===== config.mk =====
export PLATFORM = sky130hd
export DESIGN_NAME = fir_filter_direct_form_top
export DESIGN_NICKNAME = d
export VERILOG_FILES = /design/src/rtl/firdf_pkg.sv /design/src/rtl/fir_filter_direct_form_top.sv /design/src/rtl/firdf_datapath.sv /design/src/rtl/firdf_ctrl.sv
export SDC_FILE = /design/constraint.sdc
export NUM_CORES = 1
export LEC_CHECK = 0
export BUFFER_PORTS_ARGS = -buffer_cell sky130_fd_sc_hd__buf_2
export CAP_MARGIN = 20
export CORE_MARGIN = 1.5
export CORE_UTILIZATION = 45
export DETAILED_ROUTE_END_ITERATION = 6
export GPL_TIMING_DRIVEN = 0
export PLACE_DENSITY_LB_ADDON = 0.2
export SYNTH_ARGS = -nofsm -noshare
export SYNTH_HDL_FRONTEND = slang
export SYNTH_SLANG_ARGS = --single-unit

===== constraint.sdc =====
create_clock -name clk_i -period 8.1 [get_ports clk_i]
set_input_delay 1.62 -clock clk_i [delete_from_list [all_inputs] [get_ports clk_i]]
set_output_delay 1.62 -clock clk_i [all_outputs]
set_load 0.01 [all_outputs]

===== src/rtl/firdf_pkg.sv =====
`timescale 1ns / 1ps
`default_nettype none

package firdf_pkg;

  // filter length in use, and the number of coefficient registers held
  localparam int TAPS      = 8;
  localparam int NUM_COEF  = 8;

  localparam int SAMPLE_W  = 16;
  localparam int COEF_W    = 16;
  localparam int COEF_IW   = $clog2(NUM_COEF);
  localparam int TAP_W     = (TAPS > 1) ? $clog2(TAPS) : 1;
  localparam int PROD_W    = SAMPLE_W + COEF_W;
  // one guard bit above the sum of TAPS products, plus the sign
  localparam int ACC_W     = PROD_W + 1 + $clog2(TAPS);
  localparam int FRAC_W    = 15;

  typedef logic signed [SAMPLE_W-1:0] sample_t;
  typedef logic signed [COEF_W-1:0]   coef_t;

  typedef enum logic [1:0] {
    ST_IDLE,
    ST_MAC,
    ST_DRAIN,
    ST_DONE
  } state_e;

  typedef struct packed {
    logic start;
    logic mac;
    logic load_out;
  } cmd_t;

  typedef struct packed {
    logic last_tap;
  } status_t;

endpackage

`default_nettype wire


===== src/rtl/fir_filter_direct_form_top.sv =====
// channel  direction  handshake                  payload
// in       input      in_valid_i / in_stall_o    sample_in_i
// out      output     out_valid_o / out_stall_i  sample_out_o, saturated_o
// cfg      input      cfg_we_i                   cfg_index_i, cfg_data_i
//
// one transaction at a time: the input stalls until the result is loaded.
// the single multiplier steps through one tap per cycle, followed by the
// product register and the output load.
// a finished result sits in the output register; the next sample is taken
// while it waits, and only the final load waits on a stalled output.
// reset clears the delay line and coefficients to zero.
`timescale 1ns / 1ps
`default_nettype none

module fir_filter_direct_form_top (
  input  logic                           clk_i,
  input  logic                           rst_ni,
  input  logic                           in_valid_i,
  output logic                           in_stall_o,
  input  firdf_pkg::sample_t             sample_in_i,
  output logic                           out_valid_o,
  input  logic                           out_stall_i,
  output firdf_pkg::sample_t             sample_out_o,
  output logic                           saturated_o,
  input  logic                           cfg_we_i,
  input  logic [firdf_pkg::COEF_IW-1:0]  cfg_index_i,
  input  logic [firdf_pkg::COEF_W-1:0]   cfg_data_i
);
  import firdf_pkg::*;

  cmd_t    cmd;
  status_t status;

  firdf_ctrl u_ctrl (
    .clk_i       (clk_i),
    .rst_ni      (rst_ni),
    .in_valid_i  (in_valid_i),
    .in_stall_o  (in_stall_o),
    .out_valid_o (out_valid_o),
    .out_stall_i (out_stall_i),
    .status_i    (status),
    .cmd_o       (cmd)
  );

  firdf_datapath u_datapath (
    .clk_i        (clk_i),
    .rst_ni       (rst_ni),
    .cmd_i        (cmd),
    .status_o     (status),
    .sample_in_i  (sample_in_i),
    .cfg_we_i     (cfg_we_i),
    .cfg_index_i  (cfg_index_i),
    .cfg_data_i   (cfg_data_i),
    .sample_out_o (sample_out_o),
    .saturated_o  (saturated_o)
  );

`ifndef SYNTH
  a_busy_after_accept: assert property (@(posedge clk_i) disable iff (!rst_ni)
    (in_valid_i && !in_stall_o) |=> in_stall_o)
    else $error("input taken again right after a transaction");

  a_no_overwrite: assert property (@(posedge clk_i) disable iff (!rst_ni)
    cmd.load_out |-> (!out_valid_o || !out_stall_i))
    else $error("held result overwritten");

  a_sat_value: assert property (@(posedge clk_i) disable iff (!rst_ni)
    (out_valid_o && saturated_o) |->
      (sample_out_o == 16'sh7fff || sample_out_o == 16'sh8000))
    else $error("saturation flag without a clipped value");
`endif

endmodule

`default_nettype wire


===== src/rtl/firdf_datapath.sv =====
`timescale 1ns / 1ps
`default_nettype none

module firdf_datapath (
  input  logic                           clk_i,
  input  logic                           rst_ni,
  input  firdf_pkg::cmd_t                cmd_i,
  output firdf_pkg::status_t             status_o,
  input  firdf_pkg::sample_t             sample_in_i,
  input  logic                           cfg_we_i,
  input  logic [firdf_pkg::COEF_IW-1:0]  cfg_index_i,
  input  logic [firdf_pkg::COEF_W-1:0]   cfg_data_i,
  output firdf_pkg::sample_t             sample_out_o,
  output logic                           saturated_o
);
  import firdf_pkg::*;

  sample_t                   dl_q [TAPS];
  coef_t                     coef_q [NUM_COEF];
  logic [TAP_W-1:0]          tap_q;
  logic signed [PROD_W-1:0]  prod_q;
  logic signed [PROD_W-1:0]  prod_d;
  logic                      prod_vld_q;
  logic signed [ACC_W-1:0]   acc_q;
  logic signed [ACC_W-1:0]   rnd;
  logic                      sat_pos;
  logic                      sat_neg;
  sample_t                   res_d;
  sample_t                   sample_out_q;
  logic                      sat_q;
  sample_t                   sel_dl;
  coef_t                     sel_coef;

  always_ff @(posedge clk_i or negedge rst_ni) begin
    if (!rst_ni) begin
      for (int i = 0; i < NUM_COEF; i++) coef_q[i] <= '0;
    end else if (cfg_we_i) begin
      coef_q[cfg_index_i] <= cfg_data_i;
    end
  end

  // newest sample lands in entry 0
  always_ff @(posedge clk_i or negedge rst_ni) begin
    if (!rst_ni) begin
      for (int i = 0; i < TAPS; i++) dl_q[i] <= '0;
    end else if (cmd_i.start) begin
      for (int i = TAPS - 1; i > 0; i--) dl_q[i] <= dl_q[i-1];
      dl_q[0] <= sample_in_i;
    end
  end

  assign sel_dl   = dl_q[tap_q];
  assign sel_coef = coef_q[COEF_IW'(tap_q)];
  assign prod_d   = PROD_W'(sel_dl) * PROD_W'(sel_coef);

  always_ff @(posedge clk_i or negedge rst_ni) begin
    if (!rst_ni) begin
      tap_q      <= '0;
      prod_vld_q <= 1'b0;
    end else begin
      prod_vld_q <= cmd_i.mac;
      if (cmd_i.start) begin
        tap_q <= '0;
      end else if (cmd_i.mac) begin
        tap_q <= tap_q + TAP_W'(1);
      end
    end
  end

  always_ff @(posedge clk_i) begin
    if (cmd_i.mac) begin
      prod_q <= prod_d;
    end
    if (cmd_i.start) begin
      acc_q <= '0;
    end else if (prod_vld_q) begin
      acc_q <= acc_q + ACC_W'(prod_q);
    end
  end

  assign status_o.last_tap = (tap_q == TAP_W'(TAPS - 1));

  // round half up, then clip when the bits above the q1.15 range disagree
  assign rnd     = acc_q + ACC_W'(1 << (FRAC_W - 1));
  assign sat_pos = !rnd[ACC_W-1] && (|rnd[ACC_W-2:2*FRAC_W]);
  assign sat_neg = rnd[ACC_W-1] && !(&rnd[ACC_W-2:2*FRAC_W]);

  always_comb begin
    if (sat_pos) begin
      res_d = {1'b0, {(SAMPLE_W-1){1'b1}}};
    end else if (sat_neg) begin
      res_d = {1'b1, {(SAMPLE_W-1){1'b0}}};
    end else begin
      res_d = rnd[2*FRAC_W:FRAC_W];
    end
  end

  always_ff @(posedge clk_i) begin
    if (cmd_i.load_out) begin
      sample_out_q <= res_d;
      sat_q        <= sat_pos | sat_neg;
    end
  end

  assign sample_out_o = sample_out_q;
  assign saturated_o  = sat_q;

endmodule

`default_nettype wire


===== src/rtl/firdf_ctrl.sv =====
`timescale 1ns / 1ps
`default_nettype none

module firdf_ctrl (
  input  logic                clk_i,
  input  logic                rst_ni,
  input  logic                in_valid_i,
  output logic                in_stall_o,
  output logic                out_valid_o,
  input  logic                out_stall_i,
  input  firdf_pkg::status_t  status_i,
  output firdf_pkg::cmd_t     cmd_o
);
  import firdf_pkg::*;

  state_e state_q;
  state_e state_d;
  logic   out_valid_q;
  logic   out_free;

  assign out_free = !out_valid_q || !out_stall_i;

  always_comb begin
    state_d = state_q;
    case (state_q)
      ST_IDLE:  if (in_valid_i) state_d = ST_MAC;
      ST_MAC:   if (status_i.last_tap) state_d = ST_DRAIN;
      ST_DRAIN: state_d = ST_DONE;
      ST_DONE:  if (out_free) state_d = ST_IDLE;
      default:  state_d = ST_IDLE;
    endcase
  end

  always_comb begin
    cmd_o      = '0;
    in_stall_o = 1'b1;
    case (state_q)
      ST_IDLE: begin
        in_stall_o  = 1'b0;
        cmd_o.start = in_valid_i;
      end
      ST_MAC: begin
        cmd_o.mac = 1'b1;
      end
      ST_DRAIN: begin
      end
      ST_DONE: begin
        cmd_o.load_out = out_free;
      end
      default: begin
      end
    endcase
  end

  always_ff @(posedge clk_i or negedge rst_ni) begin
    if (!rst_ni) begin
      state_q     <= ST_IDLE;
      out_valid_q <= 1'b0;
    end else begin
      state_q <= state_d;
      if (cmd_o.load_out) begin
        out_valid_q <= 1'b1;
      end else if (!out_stall_i) begin
        out_valid_q <= 1'b0;
      end
    end
  end

  assign out_valid_o = out_valid_q;

endmodule

`default_nettype wire


After elaboration in Yosys (flattened, before gate mapping)
Cells that the tools add are included.

word-level totals
  register bits = 348
  input port bits = 40
  output and inout port bits = 19
  logic and storage cells = 77

operators by class
  order comparisons = 3
  $add $sub $neg = 3
  eq/ne operators = 8
  mux-type cells = 22
  reductions and logical operators = 13
  multiply operators = 1
  bitwise operators = 3

operators by type and width
  kind                      count
  $bwmux W128               1
  $bmux W16 S3              2
  $mux W16                  6
  $demux W16 S3             1
  $add A36 B16 Y36 const B  1
  $add A36 B32 Y36          1
  $mul A16 B16 Y32          1
  $ge A4 B4 Y1 const B      2
  $not A3 Y4                2
  $pmux W2 S4               1
  $mux W1                   6
  $mux W2                   3
  $mux W3                   2
  $reduce_and A5 Y1         1
  $reduce_or A5 Y1          1
  $eq A2 B2 Y1 const B      2
  $logic_not A1 Y1          4
  $lt A4 B1 Y1 const B      1
  $ne A2 B1 Y1 const B      2
  $ne A2 B2 Y1 const B      2
  $add A3 B1 Y3 const B     1
  $eq A3 B3 Y1 const B      1
  $logic_and A1 B1 Y1       3
  $reduce_and A3 Y1         1
  5 further kinds           5

Logic depth before layout (Yosys ltp)
  depth after elaboration = 6
  depth in mapped cells = 28
  gate-level depth less buffers = 26

Modules after synthesis
From an unflattened synthesis, not the netlist that was laid out.

unflattened totals
  cell total of the unflattened synthesis = 2344
  area total of the unflattened synthesis = 26635.5 µm²

by module, submodules not included
  module          seq. area each (µm²)  area an instance (µm²)  cells each  instances
  firdf_datapath  8698.3                26407.8                 2324        1
  firdf_ctrl      75.1                  227.7                   20          1

Worst setup path before layout
OpenSTA, ideal clock, no wires.

  kind = register to register
  start point = register u_datapath.tap_q[0]
  end point = register u_datapath.prod_q[31] (data pin)
  clock period less this slack = 7.736 ns
  setup slack = 0.364 ns
  data required time = 7.832 ns
  cell stages (with the launch flop) = 25
  setup time = 0.268 ns
  data arrival time = 7.468 ns
  buffers on the path = 3
  path through = dfrtp_1 -> clkbuf_1 -> buf_2 -> mux4_2 -> mux2i_1 -> clkbuf_1 -> nor2_1 -> fa_1 -> fa_1 -> fa_1 -> fa_1 -> fa_1 -> inv_1 -> fa_1 -> inv_1 -> ha_1 -> a21o_1 -> a21o_1 -> a21oi_1 -> o21ai_0 -> a221o_1 -> nand2_1 -> o21ai_0 -> o41ai_1 -> xnor2_1

on the way
  word-level cells in the longest chain between the ends = 5
  elaborated cells between the ends (all ways) = 8
  those cells by class = mul (1); mux (6); bitwise (1)

ends and longest elaborated chain
  item                                              RTL line                                    RTL
  start: declaration                                firdf_datapath.sv:20                        logic [TAP_W-1:0] tap_q;
  start signal: assignment                          firdf_datapath.sv:65                        tap_q <= tap_q + TAP_W'(1);
  $not A3 Y4 (not written as such) *                firdf_datapath.sv:52, firdf_datapath.sv:53
  $bmux W16 S3, on equally long branches            firdf_datapath.sv:52, firdf_datapath.sv:53
  $mux W16, on equally long branches (2 in series)  firdf_datapath.sv:52, firdf_datapath.sv:53
  $mul A16 B16 Y32 *                                firdf_datapath.sv:54                        assign prod_d = PROD_W'(sel_dl) * PROD_W'(sel_coef);
  named net u_datapath.prod_d[31]                   firdf_datapath.sv:22                        logic signed [PROD_W-1:0] prod_d;
  end signal: assignment                            firdf_datapath.sv:72                        prod_q <= prod_d;
  end: declaration                                  firdf_datapath.sv:21                        logic signed [PROD_W-1:0] prod_q;

Mark *: on every way through the listed nets, which the timed path passes. The rest lies on a longest branch. The select of a mux whose other input is x is not followed.
A chain may end at the register's enable or synchronous reset.

Worst setup path in the final report
  start point = register u_datapath.tap_q[1]
  end point = register u_datapath.prod_q[30] (data pin)

Same word-level chain as after synthesis.

==> impl_results.md <==
* Status: complete, no violations
* DR WL/cell at 19.3 um
* Fillers at 5158
* Initial Utilization at 45.8%
* Clk root buf: clkbuf_16
* CTS max path bufs at 3
* Overflow left after global routing at 0
* Post-route ant nets at 0
* Routed WL at 67400 um
* Worst hold path endpoint: u_datapath.acc_q[9]
* Hold crit path type: flop to flop
* Inst Count DP at 3411
* Core Footprint at between 0.05 and 0.06 sq mm
* Endpoints failing hold at 0
* Placed Instance Area at around 0.028 sq mm
* Count of state elements after synthesis at ~350
* NumNets Final at 3133
* Worst reg2reg path depth at 26
* # rows at 88
* Area Growth Syn to Fin at 12.5%
* PortBufs at 54
* Headroom to the max-slew limit at 29.8%
* Die W at 246 um
* Clock Skew at 24.3 ps
* Most frequent cells in the layout: 496 x nand2_1, 315 x inv_1, 263 x dfrtp_1
* WS Path Type: flop to flop
* Crit path time final at 7800 ps
* Cells after Synth at roughly 2600
* R2R Path Start: u_datapath.tap_q[1]
* Final non-filler cell total at roughly 3500
* Via density per instance at 5.36
* Hold_sp: u_datapath.acc_q[9]
* Worst Path Required at 8410 ps
* Asr flop ratio synth at 75.6%
* GPL Wtd Cong at 0.913
* Ys flop type: dfrtp_1
* Post-synthesis sequential area ratio at 33.0%
* Share of layout cells above drive strength 1 at between 15 and 20%
* Yosys cell types at 70
* Commonest non-fill, non-tap cell in the layout: nand2_1
* DR iter-0 viols at 1209
* Final setup TNS at 0 ps
* Vias at 18734
* H-tree depth at 2
* Max cap viols at 0
* Vias in the first global route at 19849
* DP Worst Slack at -1680 ps
* Final Cycle Share at a little over nine tenths
* Die ar. at between 0.06 and 0.07 sq mm
* Critical Path Start Type: flop
* CP arrival at 8110 ps
* Synth Warn # at 0
* I/O pin count at 59
* Post-Syn Area at approximately 0.027 sq mm
* Clk_lat worst skew at 570 ps
* Worst slew pin tran at 1050 ps
* Fmax at about 130 MHz
* Number of antenna violations at the first check in global routing at 2
* RR Endpoint: u_datapath.prod_q[30]
* Pre-antenna DRT Iters at 5
* TritonCTS Buffers at 41
* Post-Layout Inst Area at 0.0299 sq mm
* Final Max Tran Viols at 0
* Total GRT Usage at a little under a quarter
* Clock Sinks at 348
* First-pass GRT wire length at 108000 um
* CTS tree: done
* CTS clk-pin slew, worst paths at 60 ps
* Setup violation total in the final timing report at 0
* Die height at roughly 250 um
* Remaining DRCs at 0
* Avg Synthesized Cell Area at roughly 10 sq um
* R2r setup slk at 300 ps
* Post-synth net total at approximately 3000
* PnR worst setup slack at 302 ps
* Worst hold path stage count at 2
* Max FO, Critical Path at 10
* Largest net degree at the start of global routing at approximately 120
* Final HPWL DP at between 50000 and 60000 um
* EDFF count, synth at 49
* Critical Path Sink Type: flop
[logic make-up after synthesis]
kind of cell | Yosys count | share of synthesized area [%]
AO/OA/AOI/OAI | 230 | 5.69
XOR/XNOR | 78 | 2.57
buffers and inverters | 415 | 5.91
adder cells (fa/ha/maj) | 388 | 25.7
multiplexers | 261 | 13.5
AND/OR/NAND/NOR | 861 | 13.5
flip-flops | 348 | 33.0
[registers in the layout, indices dropped and copies added (netlist names)]
| register | flops |
|---|---|
| u_datapath.dl_q | 128 |
| u_datapath.saturated_o | 1 |
| u_ctrl.state_q | 2 |
| u_datapath.tap_q | 3 |
| u_datapath.prod_q | 32 |
| u_datapath.acc_q | 36 |
| u_datapath.sample_out_o | 16 |
| u_ctrl.out_valid_o | 1 |
| u_datapath.prod_vld_q | 1 |
| u_datapath.coef_q | 128 |
[cell usage after synthesis (3+ instances only)]
cell type  number  area [sq um]
nand2_1       496          1860
inv_1         315          1180
dfrtp_1       263          6580
fa_1          263          5270
nor2_1        221           830
mux2_2        147          1660
ha_1          125          1560
clkbuf_1       80           300
mux4_2         64          1440
a21oi_1        63           315
xnor2_1        62           543
o21ai_0        53           265
mux2i_1        50           500
edfxtp_1       49          1470
dfxtp_1        36           721
nand2b_1       28           175
a21o_1         26           195
nand3_1        25           125
or2_2          25           156
xor2_1         16           140
a211oi_1       14           105
nor3_1         12          60.1
o21a_1         11          82.6
buf_1           9          33.8
a31oi_1         8          50.1
and3_1          8          50.1
buf_2           8          40.0
nand4_1         7          43.8
nor2b_1         7          43.8
o21bai_1        7          52.6
or3_1           6          37.5
and2_1          5          31.3
o211ai_1        5          37.5
and4_1          4          35.0
nand4b_1        4          35.0
a21boi_0        3          22.5
a311oi_1        3          26.3
a31o_2          3          26.3
nor3b_1         3          22.5
o211a_1         3          30.0
o221ai_1        3          26.3
o31a_1          3          26.3
o41ai_1         3          26.3
[how the worst max path moves through the flow]
stage | startpoint | end | slack [ps] | depth (start not counted)
finish | u_datapath.tap_q[1] | u_datapath.prod_q[30] | 300 | 26
global route | u_datapath.tap_q[0] | u_datapath.prod_q[31] | -30 | 25
detailed placement | u_datapath.tap_q[0] | u_datapath.prod_q[30] | -1680 | 23
CTS | u_datapath.tap_q[1] | u_datapath.prod_q[30] | 2 | 25
floorplan | u_datapath.tap_q[0] | u_datapath.prod_q[31] | 360 | 24
global placement | u_datapath.tap_q[0] | u_datapath.prod_q[30] | -1650 | 23
[area by class of cell]
type	instances	area, sq um	area share (%)
Tap cell	765	957	3.20
Clock buffer	58	1190	3.99
Clock inverter	12	165	0.553
Buffer	95	498	1.67
Timing Repair Buffer	85	584	1.96
Multi-Input combinational cell	1818	16500	55.3
Inverter	316	1190	3.97
Sequential cell	348	8770	29.4
Antenna cell	1	2.50	0.00838
[routing by layer]
layer,up-vias,share of wire [%],track usage (%)
met2,503,49,38.8
li1,8677,-,-
met5,-,0.016,0
met4,2,3.6,9.56
met1,9429,42,29.0
met3,123,5.5,4.38
[worst max-delay path, cell delays in order, from the launching register on]
cell and delay, ps:
dfrtp_1 380, buf_2 310, clkbuf_4 350, mux4_2 380, mux2i_4 340, buf_4 260
nor2_1 80, fa_1 530, inv_1 50, fa_1 470, fa_1 510, inv_1 60
fa_1 490, fa_1 500, inv_1 50, fa_1 470, inv_1 40, ha_1 350
and3_2 260, nand3_1 90, o211a_1 270, a311oi_2 320, o21a_1 220, a311oi_2 140
o41ai_2 350, a21oi_1 120, xnor2_1 130
[what timing repair did]
item | 4_1_cts | 5_1_grt
hold endpoints to repair | 0 | 0
pin swaps | 1 | 0
gates resized for setup | 97 | 46
setup endpoints to repair | 19 | 6
hold buffers | 0 | 0
setup buffers | 6 | 13
[stage by stage]
step           hold slack (ps)  utilization (%)
6_report                   466             51.5
5_1_grt                    495             51.5
4_1_cts                    468             51.1
3_5_place_dp               458             48.1
3_3_place_gp               452             47.9
2_1_floorplan              441                -
Power is left out: the tool's default activity adds up to more than one toggle a clock period on the data nets, which glitch-free logic cannot reach.
